`config.mk`:
```
export PLATFORM = sky130hd
export DESIGN_NAME = led_blink_fade_sequencer_core
export DESIGN_NICKNAME = d
export VERILOG_FILES = /design/src/sv/lbfs_pkg.sv /design/src/sv/lbfs_csr.sv /design/src/sv/lbfs_sdiv.sv /design/src/sv/lbfs_lane.sv /design/src/sv/led_blink_fade_sequencer_core.sv
export VERILOG_INCLUDE_DIRS = /design/src /design/src/sv
export SDC_FILE = /design/constraint.sdc
export NUM_CORES = 2
export LEC_CHECK = 0
export BUFFER_PORTS_ARGS = -buffer_cell sky130_fd_sc_hd__buf_2
export CAP_MARGIN = 20
export CELL_PAD_IN_SITES_DETAIL_PLACEMENT = 1
export CELL_PAD_IN_SITES_GLOBAL_PLACEMENT = 2
export CORE_UTILIZATION = 42
export DETAILED_ROUTE_END_ITERATION = 10
export PLACE_DENSITY = 0.95
export SYNTH_ARGS = -nofsm -noshare
export SYNTH_HDL_FRONTEND = slang
export SYNTH_SLANG_ARGS = --single-unit
export TNS_END_PERCENT = 50
```
`constraint.sdc`:
```
create_clock -name clock -period 10.9 [get_ports clock]
set_input_delay 0.545 -clock clock [delete_from_list [all_inputs] [get_ports clock]]
set_output_delay 0.545 -clock clock [all_outputs]
set_load 0.01 [all_outputs]
```
`src/sv/assert_macros.svh`:
```
// Assertion macros shared by the RTL. Empty when SYNTHESIS is defined.
`ifndef ASSERT_MACROS_SVH
`define ASSERT_MACROS_SVH

`ifndef SYNTHESIS
// Clocked property, switched off while reset is high
`define ASSERT_CLK(label, clk, rst, prop) \
   label: assert property (@(posedge clk) disable iff (rst) prop) \
      else $error("lbfs assertion failed");
// Clocked property, checked during reset as well
`define ASSERT_NR(label, clk, prop) \
   label: assert property (@(posedge clk) prop) \
      else $error("lbfs assertion failed");
`else
`define ASSERT_CLK(label, clk, rst, prop)
`define ASSERT_NR(label, clk, prop)
`endif

`endif

```
`src/sv/lbfs_pkg.sv`:
```
package lbfs_pkg;

   localparam int COLOR_W   = 8;
   localparam int TIME_W    = 16;
   localparam int ELAPSED_W = 17;
   localparam int LED_W     = 10;
   localparam int CSR_AW    = 5;
   localparam int CSR_DW    = 32;
   localparam int NUM_CHAN  = 4;

   // Register file contents
   typedef struct packed {
      logic [CSR_DW-1:0]  on_color;
      logic [CSR_DW-1:0]  off_color;
      logic [TIME_W-1:0]  on_time_ms;
      logic [TIME_W-1:0]  off_time_ms;
      logic [TIME_W-1:0]  fade_in_ms;
      logic [TIME_W-1:0]  fade_out_ms;
      logic [LED_W-1:0]   first_led;
      logic [LED_W-1:0]   last_led;
   } cfg_type;

   // Sequencer to colour lane controls
   typedef struct packed {
      logic load_en;    // preset level to a colour
      logic load_on;    // 1: lit colour, 0: background colour
      logic start;      // launch step division
      logic apply_en;   // commit faded level
      logic fade_down;  // fade direction is downwards
   } lane_ctl_type;

endpackage

```
`src/sv/lbfs_csr.sv`:
```
module lbfs_csr import lbfs_pkg::*; (
   input  logic              clock,
   input  logic              reset,
   input  logic              psel,
   input  logic              penable,
   input  logic              pwrite,
   input  logic [CSR_AW-1:0] paddr,
   input  logic [CSR_DW-1:0] pwdata,
   output logic [CSR_DW-1:0] prdata,
   output logic              pready,
   output cfg_type           cfg
);

   typedef enum logic [2:0] {
      REG_ON_COLOR,
      REG_OFF_COLOR,
      REG_ON_TIME,
      REG_OFF_TIME,
      REG_FADE_IN,
      REG_FADE_OUT,
      REG_FIRST_LED,
      REG_LAST_LED
   } reg_idx_type;

   cfg_type     cfg_ff;
   cfg_type     cfg_in;
   reg_idx_type reg_idx;
   logic        wr_en;

   assign reg_idx = reg_idx_type'(paddr[4:2]);
   assign wr_en   = psel && penable && pwrite;
   assign pready  = 1'b1;
   assign cfg     = cfg_ff;

   // Write decode
   always_comb begin
      cfg_in = cfg_ff;
      if (wr_en) begin
         unique case (reg_idx)
            REG_ON_COLOR:  cfg_in.on_color    = pwdata;
            REG_OFF_COLOR: cfg_in.off_color   = pwdata;
            REG_ON_TIME:   cfg_in.on_time_ms  = pwdata[TIME_W-1:0];
            REG_OFF_TIME:  cfg_in.off_time_ms = pwdata[TIME_W-1:0];
            REG_FADE_IN:   cfg_in.fade_in_ms  = pwdata[TIME_W-1:0];
            REG_FADE_OUT:  cfg_in.fade_out_ms = pwdata[TIME_W-1:0];
            REG_FIRST_LED: cfg_in.first_led   = pwdata[LED_W-1:0];
            REG_LAST_LED:  cfg_in.last_led    = pwdata[LED_W-1:0];
            default:       cfg_in = cfg_ff;
         endcase
      end
   end

   // Read decode
   always_comb begin
      unique case (reg_idx)
         REG_ON_COLOR:  prdata = cfg_ff.on_color;
         REG_OFF_COLOR: prdata = cfg_ff.off_color;
         REG_ON_TIME:   prdata = {{(CSR_DW-TIME_W){1'b0}}, cfg_ff.on_time_ms};
         REG_OFF_TIME:  prdata = {{(CSR_DW-TIME_W){1'b0}}, cfg_ff.off_time_ms};
         REG_FADE_IN:   prdata = {{(CSR_DW-TIME_W){1'b0}}, cfg_ff.fade_in_ms};
         REG_FADE_OUT:  prdata = {{(CSR_DW-TIME_W){1'b0}}, cfg_ff.fade_out_ms};
         REG_FIRST_LED: prdata = {{(CSR_DW-LED_W){1'b0}}, cfg_ff.first_led};
         REG_LAST_LED:  prdata = {{(CSR_DW-LED_W){1'b0}}, cfg_ff.last_led};
         default:       prdata = '0;
      endcase
   end

   always_ff @(posedge clock) begin
      if (reset) begin
         cfg_ff <= '0;
      end else begin
         cfg_ff <= cfg_in;
      end
   end

endmodule

```
`src/sv/lbfs_sdiv.sv`:
```
`include "assert_macros.svh"

// Restoring divider, one quotient bit per cycle
module lbfs_sdiv import lbfs_pkg::*; #(
   parameter int N_W = 16,
   parameter int D_W = 16
) (
   input  logic           clock,
   input  logic           reset,
   input  logic           start,
   input  logic [N_W-1:0] dividend,
   input  logic [D_W-1:0] divisor,
   output logic           busy,
   output logic [N_W-1:0] quotient,
   output logic [D_W-1:0] remainder
);

   localparam int CNT_W = $clog2(N_W + 1);

   logic [N_W-1:0]   quo_ff, quo_in;
   logic [D_W-1:0]   rem_ff, rem_in;
   logic [D_W-1:0]   div_ff, div_in;
   logic [CNT_W-1:0] cnt_ff, cnt_in;
   logic             busy_ff, busy_in;
   logic [D_W:0]     shifted;
   logic [D_W+1:0]   trial;
   logic             borrow;

   // Trial subtract of the divisor from the partial remainder
   assign shifted = {rem_ff, quo_ff[N_W-1]};
   assign trial   = {1'b0, shifted} - {2'b00, div_ff};
   assign borrow  = trial[D_W+1];

   always_comb begin
      quo_in  = quo_ff;
      rem_in  = rem_ff;
      div_in  = div_ff;
      cnt_in  = cnt_ff;
      busy_in = busy_ff;
      if (start) begin
         quo_in  = dividend;
         rem_in  = '0;
         div_in  = divisor;
         cnt_in  = CNT_W'(N_W);
         busy_in = 1'b1;
      end else if (busy_ff) begin
         quo_in  = {quo_ff[N_W-2:0], ~borrow};
         rem_in  = borrow ? shifted[D_W-1:0] : trial[D_W-1:0];
         cnt_in  = cnt_ff - CNT_W'(1);
         busy_in = (cnt_ff != CNT_W'(1));
      end
   end

   always_ff @(posedge clock) begin
      quo_ff <= quo_in;
      rem_ff <= rem_in;
      div_ff <= div_in;
      if (reset) begin
         cnt_ff  <= '0;
         busy_ff <= 1'b0;
      end else begin
         cnt_ff  <= cnt_in;
         busy_ff <= busy_in;
      end
   end

   assign busy      = busy_ff;
   assign quotient  = quo_ff;
   assign remainder = rem_ff;

   `ASSERT_CLK(a_start_busy, clock, reset, start |=> busy_ff)
   `ASSERT_CLK(a_busy_count, clock, reset, busy_ff |-> (cnt_ff != '0))

endmodule

```
`src/sv/lbfs_lane.sv`:
```
// One colour channel: level register, step division and clamped fade
module lbfs_lane import lbfs_pkg::*; #(
   parameter int FRAC_W = 12
) (
   input  logic               clock,
   input  logic               reset,
   input  logic [COLOR_W-1:0] on_byte,
   input  logic [COLOR_W-1:0] off_byte,
   input  lane_ctl_type       ctl,
   input  logic [TIME_W-1:0]  ticks,
   output logic               busy,
   output logic [COLOR_W-1:0] fade_level
);

   localparam int LW = COLOR_W + FRAC_W;
   localparam logic [LW:0] FULL = {1'b0, {COLOR_W{1'b1}}, {FRAC_W{1'b0}}};

   logic [LW-1:0]      level_ff, level_in;
   logic [COLOR_W:0]   diff;
   logic               diff_neg;
   logic [COLOR_W:0]   diff_abs;
   logic [LW-1:0]      step_mag;
   logic [LW:0]        sum;
   logic               add_step;
   logic [LW-1:0]      fade_val;

   // Signed colour difference, magnitude goes to the divider
   assign diff     = {1'b0, on_byte} - {1'b0, off_byte};
   assign diff_neg = diff[COLOR_W];
   assign diff_abs = diff_neg ? (~diff + 1'b1) : diff;

   lbfs_sdiv #(
      .N_W (LW),
      .D_W (TIME_W)
   ) u_step_div (
      .clock     (clock),
      .reset     (reset),
      .start     (ctl.start),
      .dividend  ({diff_abs[COLOR_W-1:0], {FRAC_W{1'b0}}}),
      .divisor   (ticks),
      .busy      (busy),
      .quotient  (step_mag),
      .remainder ()
   );

   // Step taken upwards when its sign and the direction agree
   assign add_step = (diff_neg == ctl.fade_down);
   assign sum      = {1'b0, level_ff} + {1'b0, step_mag};

   always_comb begin
      if (add_step) begin
         fade_val = (sum > FULL) ? FULL[LW-1:0] : sum[LW-1:0];
      end else begin
         fade_val = (step_mag > level_ff) ? '0 : (level_ff - step_mag);
      end
   end

   assign fade_level = fade_val[LW-1:FRAC_W];

   always_comb begin
      level_in = level_ff;
      if (ctl.load_en) begin
         level_in = {(ctl.load_on ? on_byte : off_byte), {FRAC_W{1'b0}}};
      end else if (ctl.apply_en) begin
         level_in = fade_val;
      end
   end

   always_ff @(posedge clock) begin
      if (reset) begin
         level_ff <= '0;
      end else begin
         level_ff <= level_in;
      end
   end

endmodule

```
`src/sv/led_blink_fade_sequencer_core.sv`:
```
// Channel | Direction | Ports                          | Transaction
// req     | in        | req_valid/ready, enable/restart | one refresh tick
// rsp     | out       | rsp_valid/ready, fill fields    | one fill result per tick
// csr     | in/out    | psel, penable, pwrite, paddr... | register write or read
//
// An enabled tick runs the two time dividers, then the four step dividers
// side by side. A disabled tick goes straight to the final state. One tick is
// in flight at a time. Reset is synchronous; lane levels, phase and elapsed
// time clear on reset.
// A finished result waits in the output register; the next tick may be
// accepted meanwhile and stalls only at its end until rsp is free.
`include "assert_macros.svh"

module led_blink_fade_sequencer_core import lbfs_pkg::*; #(
   parameter int REFRESH_MS    = 20,
   parameter int FRACTION_BITS = 12,
   parameter int MAX_LEDS      = 1024
) (
   input  logic               clock,
   input  logic               reset,
   input  logic               req_valid,
   output logic               req_ready,
   input  logic               req_enable,
   input  logic               req_restart,
   output logic               rsp_valid,
   input  logic               rsp_ready,
   output logic               rsp_fill_valid,
   output logic [COLOR_W-1:0] rsp_red,
   output logic [COLOR_W-1:0] rsp_green,
   output logic [COLOR_W-1:0] rsp_blue,
   output logic [COLOR_W-1:0] rsp_white,
   output logic [LED_W-1:0]   rsp_span_start,
   output logic [LED_W-1:0]   rsp_span_end,
   input  logic               psel,
   input  logic               penable,
   input  logic               pwrite,
   input  logic [CSR_AW-1:0]  paddr,
   input  logic [CSR_DW-1:0]  pwdata,
   output logic [CSR_DW-1:0]  prdata,
   output logic               pready
);

   localparam int RW = $clog2(REFRESH_MS + 1);
   localparam logic [RW-1:0]        REFRESH_DIV = RW'(REFRESH_MS);
   localparam logic [ELAPSED_W-1:0] HALF_TICK   = ELAPSED_W'(REFRESH_MS / 2);
   localparam logic [ELAPSED_W:0]   TICK_INC    = (ELAPSED_W + 1)'(REFRESH_MS);
   localparam logic [ELAPSED_W-1:0] ELAPSED_MAX = {ELAPSED_W{1'b1}};
   localparam logic [LED_W-1:0]     LED_LAST    = LED_W'(MAX_LEDS - 1);

   typedef enum logic [1:0] {S_IDLE, S_TIME, S_STEP, S_FIN} state_type;

   typedef enum logic [2:0] {
      PH_FADE_IN,
      PH_ON,
      PH_HOLD_ON,
      PH_FADE_OUT,
      PH_OFF,
      PH_HOLD_OFF
   } phase_type;

   cfg_type                cfg;
   state_type              st_ff, st_in;
   phase_type              phase_ff, phase_in;
   logic [ELAPSED_W-1:0]   elapsed_ff, elapsed_in;
   logic                   run_ff, run_in;
   logic                   rsp_valid_ff, rsp_valid_in;
   logic                   fill_ff, fill_in;
   logic [COLOR_W-1:0]     lvl_ff [NUM_CHAN];
   logic [COLOR_W-1:0]     lvl_in [NUM_CHAN];
   logic [LED_W-1:0]       start_ff, start_in;
   logic [LED_W-1:0]       end_ff, end_in;

   logic [COLOR_W-1:0]     on_byte  [NUM_CHAN];
   logic [COLOR_W-1:0]     off_byte [NUM_CHAN];
   logic [COLOR_W-1:0]     fade_lvl [NUM_CHAN];
   logic [NUM_CHAN-1:0]    lane_busy;
   lane_ctl_type           lane_ctl;

   phase_type              ph_r, ph_pre;
   logic                   skip_in, skip_out;
   logic [ELAPSED_W-1:0]   el_r, el_pre, el_act;
   logic [ELAPSED_W:0]     el_sum;
   logic                   time_start;
   logic [ELAPSED_W-1:0]   rnd_dividend, rnd_cur;
   logic [ELAPSED_W-1:0]   rnd_quo;
   logic [RW-1:0]          rnd_rem;
   logic [ELAPSED_W-1:0]   round_time;
   logic                   rnd_busy;
   logic [TIME_W-1:0]      tck_dividend, tck_quo, ticks_eff;
   logic                   tck_busy;
   logic [LED_W-1:0]       first_sat, last_sat;
   logic                   fade_ok;

   // Time register that governs a phase
   function automatic logic [TIME_W-1:0] time_sel(phase_type ph, cfg_type c);
      logic [TIME_W-1:0] t;
      case (ph)
         PH_FADE_IN:  t = c.fade_in_ms;
         PH_HOLD_ON:  t = c.on_time_ms;
         PH_FADE_OUT: t = c.fade_out_ms;
         PH_HOLD_OFF: t = c.off_time_ms;
         default:     t = '0;
      endcase
      return t;
   endfunction

   lbfs_csr u_csr (
      .clock   (clock),
      .reset   (reset),
      .psel    (psel),
      .penable (penable),
      .pwrite  (pwrite),
      .paddr   (paddr),
      .pwdata  (pwdata),
      .prdata  (prdata),
      .pready  (pready),
      .cfg     (cfg)
   );

   // Restart and zero-fade skips, applied as the tick is accepted
   assign ph_r     = req_restart ? PH_FADE_IN : phase_ff;
   assign el_r     = req_restart ? '0 : elapsed_ff;
   assign skip_in  = (ph_r == PH_FADE_IN) && (cfg.fade_in_ms == '0);
   assign skip_out = (ph_r == PH_FADE_OUT) && (cfg.fade_out_ms == '0);
   assign ph_pre   = skip_in ? PH_ON : (skip_out ? PH_OFF : ph_r);
   assign el_pre   = (skip_in || skip_out) ? '0 : el_r;

   // Rounded time: (t + R/2) less its remainder modulo R
   assign rnd_dividend = {1'b0, time_sel(ph_pre, cfg)} + HALF_TICK;
   assign rnd_cur      = {1'b0, time_sel(phase_ff, cfg)} + HALF_TICK;
   assign round_time   = rnd_cur - {{(ELAPSED_W-RW){1'b0}}, rnd_rem};
   assign tck_dividend = (ph_pre == PH_FADE_OUT) ? cfg.fade_out_ms : cfg.fade_in_ms;
   assign ticks_eff    = (tck_quo == '0) ? TIME_W'(1) : tck_quo;

   lbfs_sdiv #(
      .N_W (ELAPSED_W),
      .D_W (RW)
   ) u_round_div (
      .clock     (clock),
      .reset     (reset),
      .start     (time_start),
      .dividend  (rnd_dividend),
      .divisor   (REFRESH_DIV),
      .busy      (rnd_busy),
      .quotient  (rnd_quo),
      .remainder (rnd_rem)
   );

   lbfs_sdiv #(
      .N_W (TIME_W),
      .D_W (RW)
   ) u_ticks_div (
      .clock     (clock),
      .reset     (reset),
      .start     (time_start),
      .dividend  (tck_dividend),
      .divisor   (REFRESH_DIV),
      .busy      (tck_busy),
      .quotient  (tck_quo),
      .remainder ()
   );

   // Colour lanes: red, green, blue, white from the top byte down
   for (genvar c = 0; c < NUM_CHAN; c++) begin : g_lane
      assign on_byte[c]  = cfg.on_color[CSR_DW-1-COLOR_W*c -: COLOR_W];
      assign off_byte[c] = cfg.off_color[CSR_DW-1-COLOR_W*c -: COLOR_W];

      lbfs_lane #(
         .FRAC_W (FRACTION_BITS)
      ) u_lane (
         .clock      (clock),
         .reset      (reset),
         .on_byte    (on_byte[c]),
         .off_byte   (off_byte[c]),
         .ctl        (lane_ctl),
         .ticks      (ticks_eff),
         .busy       (lane_busy[c]),
         .fade_level (fade_lvl[c])
      );
   end

   // Span saturated to the strip length
   assign first_sat = (32'(cfg.first_led) > 32'(MAX_LEDS - 1)) ? LED_LAST : cfg.first_led;
   assign last_sat  = (32'(cfg.last_led) > 32'(MAX_LEDS - 1)) ? LED_LAST : cfg.last_led;

   assign fade_ok = (elapsed_ff <= round_time);
   assign el_sum  = {1'b0, el_act} + TICK_INC;

   // Sequencer next state
   always_comb begin
      st_in        = st_ff;
      phase_in     = phase_ff;
      elapsed_in   = elapsed_ff;
      run_in       = run_ff;
      rsp_valid_in = rsp_valid_ff && !rsp_ready;
      fill_in      = fill_ff;
      lvl_in       = lvl_ff;
      start_in     = start_ff;
      end_in       = end_ff;
      time_start   = 1'b0;
      lane_ctl     = '0;
      el_act       = elapsed_ff;
      unique case (st_ff)
         S_IDLE: begin
            if (req_valid) begin
               run_in = req_enable;
               if (req_enable) begin
                  phase_in         = ph_pre;
                  elapsed_in       = el_pre;
                  lane_ctl.load_en = req_restart || skip_in || skip_out;
                  lane_ctl.load_on = skip_in;
                  time_start       = 1'b1;
                  st_in            = S_TIME;
               end else begin
                  st_in = S_FIN;
               end
            end
         end
         S_TIME: begin
            if (!rnd_busy && !tck_busy) begin
               lane_ctl.start = 1'b1;
               st_in          = S_STEP;
            end
         end
         S_STEP: begin
            if (lane_busy == '0) begin
               st_in = S_FIN;
            end
         end
         S_FIN: begin
            lane_ctl.fade_down = (phase_ff == PH_FADE_OUT);
            if (!rsp_valid_ff || rsp_ready) begin
               st_in        = S_IDLE;
               rsp_valid_in = 1'b1;
               fill_in      = 1'b0;
               start_in     = '0;
               end_in       = '0;
               for (int c = 0; c < NUM_CHAN; c++) begin
                  lvl_in[c] = '0;
               end
               if (run_ff) begin
                  unique case (phase_ff) inside
                     PH_FADE_IN, PH_FADE_OUT: begin
                        if (fade_ok) begin
                           lane_ctl.apply_en = 1'b1;
                           fill_in           = 1'b1;
                           lvl_in            = fade_lvl;
                        end else begin
                           phase_in = (phase_ff == PH_FADE_IN) ? PH_ON : PH_OFF;
                           el_act   = '0;
                        end
                     end
                     PH_ON: begin
                        fill_in  = 1'b1;
                        lvl_in   = on_byte;
                        phase_in = PH_HOLD_ON;
                     end
                     PH_OFF: begin
                        fill_in  = 1'b1;
                        lvl_in   = off_byte;
                        phase_in = PH_HOLD_OFF;
                     end
                     PH_HOLD_ON, PH_HOLD_OFF: begin
                        if (elapsed_ff > round_time) begin
                           phase_in = (phase_ff == PH_HOLD_ON) ? PH_FADE_OUT : PH_FADE_IN;
                           el_act   = '0;
                        end
                     end
                     default: begin
                        phase_in = phase_ff;
                     end
                  endcase
                  if (fill_in) begin
                     start_in = first_sat;
                     end_in   = last_sat;
                  end
                  elapsed_in = el_sum[ELAPSED_W] ? ELAPSED_MAX : el_sum[ELAPSED_W-1:0];
               end
            end
         end
         default: begin
            st_in = S_IDLE;
         end
      endcase
   end

   // State and registered outputs
   always_ff @(posedge clock) begin
      fill_ff  <= fill_in;
      lvl_ff   <= lvl_in;
      start_ff <= start_in;
      end_ff   <= end_in;
      if (reset) begin
         st_ff        <= S_IDLE;
         phase_ff     <= PH_FADE_IN;
         elapsed_ff   <= '0;
         run_ff       <= 1'b0;
         rsp_valid_ff <= 1'b0;
      end else begin
         st_ff        <= st_in;
         phase_ff     <= phase_in;
         elapsed_ff   <= elapsed_in;
         run_ff       <= run_in;
         rsp_valid_ff <= rsp_valid_in;
      end
   end

   assign req_ready      = (st_ff == S_IDLE);
   assign rsp_valid      = rsp_valid_ff;
   assign rsp_fill_valid = fill_ff;
   assign rsp_red        = lvl_ff[0];
   assign rsp_green      = lvl_ff[1];
   assign rsp_blue       = lvl_ff[2];
   assign rsp_white      = lvl_ff[3];
   assign rsp_span_start = start_ff;
   assign rsp_span_end   = end_ff;

   `ASSERT_CLK(a_one_in_flight, clock, reset, (req_valid && req_ready) |=> !req_ready)
   `ASSERT_CLK(a_idle_quiet, clock, reset,
      (st_ff == S_IDLE) |-> ((lane_busy == '0) && !rnd_busy && !tck_busy))
   `ASSERT_CLK(a_nofill_zero, clock, reset,
      (rsp_valid && !rsp_fill_valid) |-> ((rsp_red == '0) && (rsp_white == '0) && (rsp_span_end == '0)))

endmodule

```
==> results.tsv <==
metric	value	unit
cp_max_fo	20	
period_needed	8294	ps
die_area	96150	sq um
required	11450	ps
maxCapViolCount	0	
dp_cells	6111	
drv_slew	0	
cts_resized	0	
fmax	120.6	MHz
rsz0062_at_grt	false	
io_pins	134	
top_usage_layer	met2	
hold_path.class	in2reg	
area.growth.synth_to_final	9.689	%
status	finished, final reports clean	
reg2reg_slack	2610	ps
grtUsageMet3	5.013	%
drive_above_1_share	8.586	%
layout_common_cells	nand2_1, a21oi_1, nor2_1	
reg2regPathDepth	33	
crit_path_start_kind	flop	
path_class	reg2reg	
synth_area	39860	sq um
clockRootBuffer	clkbuf_16	
wl_per_cell	23.09	microns
final_area	43730	sq um
tns	0	ps
vias_per_cell	6.124	
ys_seq_elements	544	
cts-hold-fix-buffers	0	
worst_slew_margin_rel	22.03	%
synthArstFlopShare	0	%
hold-worst-slack	148.9	ps
dp_hpwl	104.9	mm
drc	0	
synth_cells	4963	
die_h	310.1	microns
multi_input_area	25230	sq um
seqCellArea	12240	sq um
gp_congestion	0.9498	
whs_path_depth	3	
drt_first_pass_iters	8	
irDropWorstVdd	0.1460	mV
syn_avg_cell_area	8.032	sq um
num_rows	112	
power.leakage	17.37	nW
routed_wirelength	144.1	mm
endpoint_kind	flop	
cts.sinks	544	
clock_skew	38.04	ps
tritoncts	built	
grt_usage	29.55	%
first_iter_violations	2924	
clk_latency	650	ps
ys_types	114	
dpl_cell_area	41410	sq um
synth_edf_count	134	
p_per_area	221.8	nW/um^2
layout_commonest_cell	nand2_1	
initial_core_util	42.59	%
synthFlopType	dfxtp_1	
cp_slowest_cell	a2111oi_0	
cts_inserted_buffers	68	
finalHoldViolCount	0	
use_met1	39.98	%
syn-num-nets	5343	
postCtsSetupRepairBufs	0	
die_width	310.1	microns
vias	38224	
clockBufferDepth	3	
ys_seq_area_share	30.68	%
period_share	76.09	%
antenna_found_initial	4	
port_buffers	130	
setup_viol	0	
fillers	11411	
core-area	93610	sq um
grt_pass1_vias	37965	
nets	5310	
final_cells	6242	
worst_path_largest_cell_delay	830	ps
cp.arrival	8850	ps
yosys_warnings	0	
grt_pass1_wl	223.0	mm
ant_nets	0	
grt_start_max_net_pins	86	
overflow	0	
final_util	46.71	%
tightest_slew	1154	ps
cts.clk_slew.worst_paths	60	ps
cts_htree_levels	3	
use_met2	46.09	%
-- cells in the mapped netlist, drive strengths merged (13+ instances only) --
| library cell | count | area (sq um) |
|---|---|---|
| o2111ai | 16 | 146.4 |
| or3 | 26 | 162.7 |
| clkbuf | 244 | 927.1 |
| and3 | 26 | 162.7 |
| nor2b | 51 | 319.1 |
| o22ai | 35 | 219.0 |
| a21boi | 18 | 135.1 |
| nand2 | 526 | 1974 |
| o41ai | 20 | 242.7 |
| a211o | 17 | 148.9 |
| nand4 | 17 | 106.4 |
| nor4 | 38 | 237.7 |
| nand3 | 142 | 710.7 |
| buf | 52 | 336.6 |
| inv | 336 | 1264 |
| dfxtp | 410 | 8208 |
| mux2i | 152 | 1521 |
| a22oi | 43 | 322.8 |
| and2 | 45 | 282.8 |
| nor3b | 17 | 127.6 |
| a2111oi | 17 | 173.9 |
| o31a | 13 | 115.1 |
| o21bai | 32 | 244.0 |
| nor2 | 437 | 1640 |
| ha | 317 | 3966 |
| o21a | 25 | 187.7 |
| nand2b | 72 | 450.4 |
| o21ai | 312 | 1569 |
| nor3 | 100 | 515.5 |
| o31ai | 44 | 344.1 |
| a221oi | 66 | 620.6 |
| a221o | 21 | 210.2 |
| edfxtp | 134 | 4024 |
| fa | 17 | 340.3 |
| a22o | 41 | 359.1 |
| mux2 | 13 | 146.4 |
| o211ai | 35 | 267.8 |
| or2 | 26 | 162.7 |
| xnor2 | 137 | 1200 |
| o221ai | 13 | 113.9 |
| a31oi | 55 | 359.1 |
| xor2 | 66 | 578.1 |
| a211oi | 56 | 430.4 |
| a21o | 61 | 457.9 |
| a21oi | 474 | 2391 |
-- through the flow --
step / total power, mW / setup slack (ps)
2_1_floorplan: 6.053 / 4399
3_3_place_gp: 7.147 / 2853
3_5_place_dp: 7.303 / 2677
4_1_cts: 9.691 / 2631
5_1_grt: 10.32 / 1740
6_report: 9.701 / 2606
-- cell families after synthesis --
logic type | Yosys count | synth area share (%)
and+or+nand+nor | 1561 | 17.98
AOI/OAI and AO/OA | 1518 | 25.26
buffers and inverters | 632 | 6.340
DFF | 544 | 30.68
adders and majority gates | 334 | 10.80
xor gates and xnor gates | 203 | 4.460
muxes | 170 | 4.466
other | 1 | 0.009407
-- cell type report --
class	count	share of cell area (%)
Multi-Input combinational cell	3787	57.70
Sequential cell	544	27.98
Clock buffer	97	4.421
Tap cell	1254	3.588
Inverter	336	2.893
Timing Repair Buffer	193	2.627
Clock inverter	28	0.7669
Antenna cell	3	0.01717
-- worst paths after layout --
check                                   from                                   endpoint
setup / recovery    phase_ff[0]$_SDFFE_PP0P_  g_lane[0].u_lane.level_ff[4]$_SDFFE_PP0P_
hold / removal                    pwdata[29]                u_csr.cfg[145]$_SDFFE_PP0P_
setup reg to reg    phase_ff[0]$_SDFFE_PP0P_  g_lane[0].u_lane.level_ff[4]$_SDFFE_PP0P_
hold reg to reg   elapsed_ff[0]$_SDFFE_PP0P_                 elapsed_ff[0]$_SDFFE_PP0P_
-- report_power, final --
part | leakage [nW] | internal [mW] | switching (mW)
registers | 4.60 | 2.49 | 0.338
logic | 11.7 | 1.67 | 2.86
clock network | 1.10 | 1.35 | 0.995
-- critical path: cells and delay by family, from the launching register on --
kind | cells | cell delay [ps]
xor gates and xnor gates | 1 | 180
adders and majority gates | 4 | 1000
and+or+nand+nor | 10 | 2070
DFF | 1 | 520
AOI/OAI and AO/OA | 12 | 3100
buffers and inverters | 6 | 1310
-- per-layer routing --
| metal | vias to the layer above | wire [microns] |
|---|---|---|
| li1 | 17799 | - |
| met2 | 1269 | 63540 |
| met1 | 18830 | 63680 |
| met3 | 322 | 10540 |
| met4 | 4 | 6358 |
| met5 | - | 22 |
-- sequential cells by signal (all words and copies together), names as in the netlist, 4 cells and up, named ones only --
register	count
g_lane.u_lane.u_step_div.cnt_ff	20
rsp_span_end	10
g_lane.u_lane.u_step_div.div_ff	16
rsp_green	8
rsp_span_start	10
u_ticks_div.quotient	16
u_ticks_div.remainder	5
g_lane.u_lane.u_step_div.quotient	80
u_round_div.remainder	5
rsp_blue	8
u_round_div.quotient	17
g_lane.u_lane.u_step_div.busy	4
rsp_red	8
elapsed_ff	17
u_csr.cfg	148
u_ticks_div.cnt_ff	5
g_lane.u_lane.u_step_div.remainder	64
u_round_div.cnt_ff	5
g_lane.u_lane.level_ff	80
rsp_white	8
Note: power is estimated with default switching activity, not from simulation.
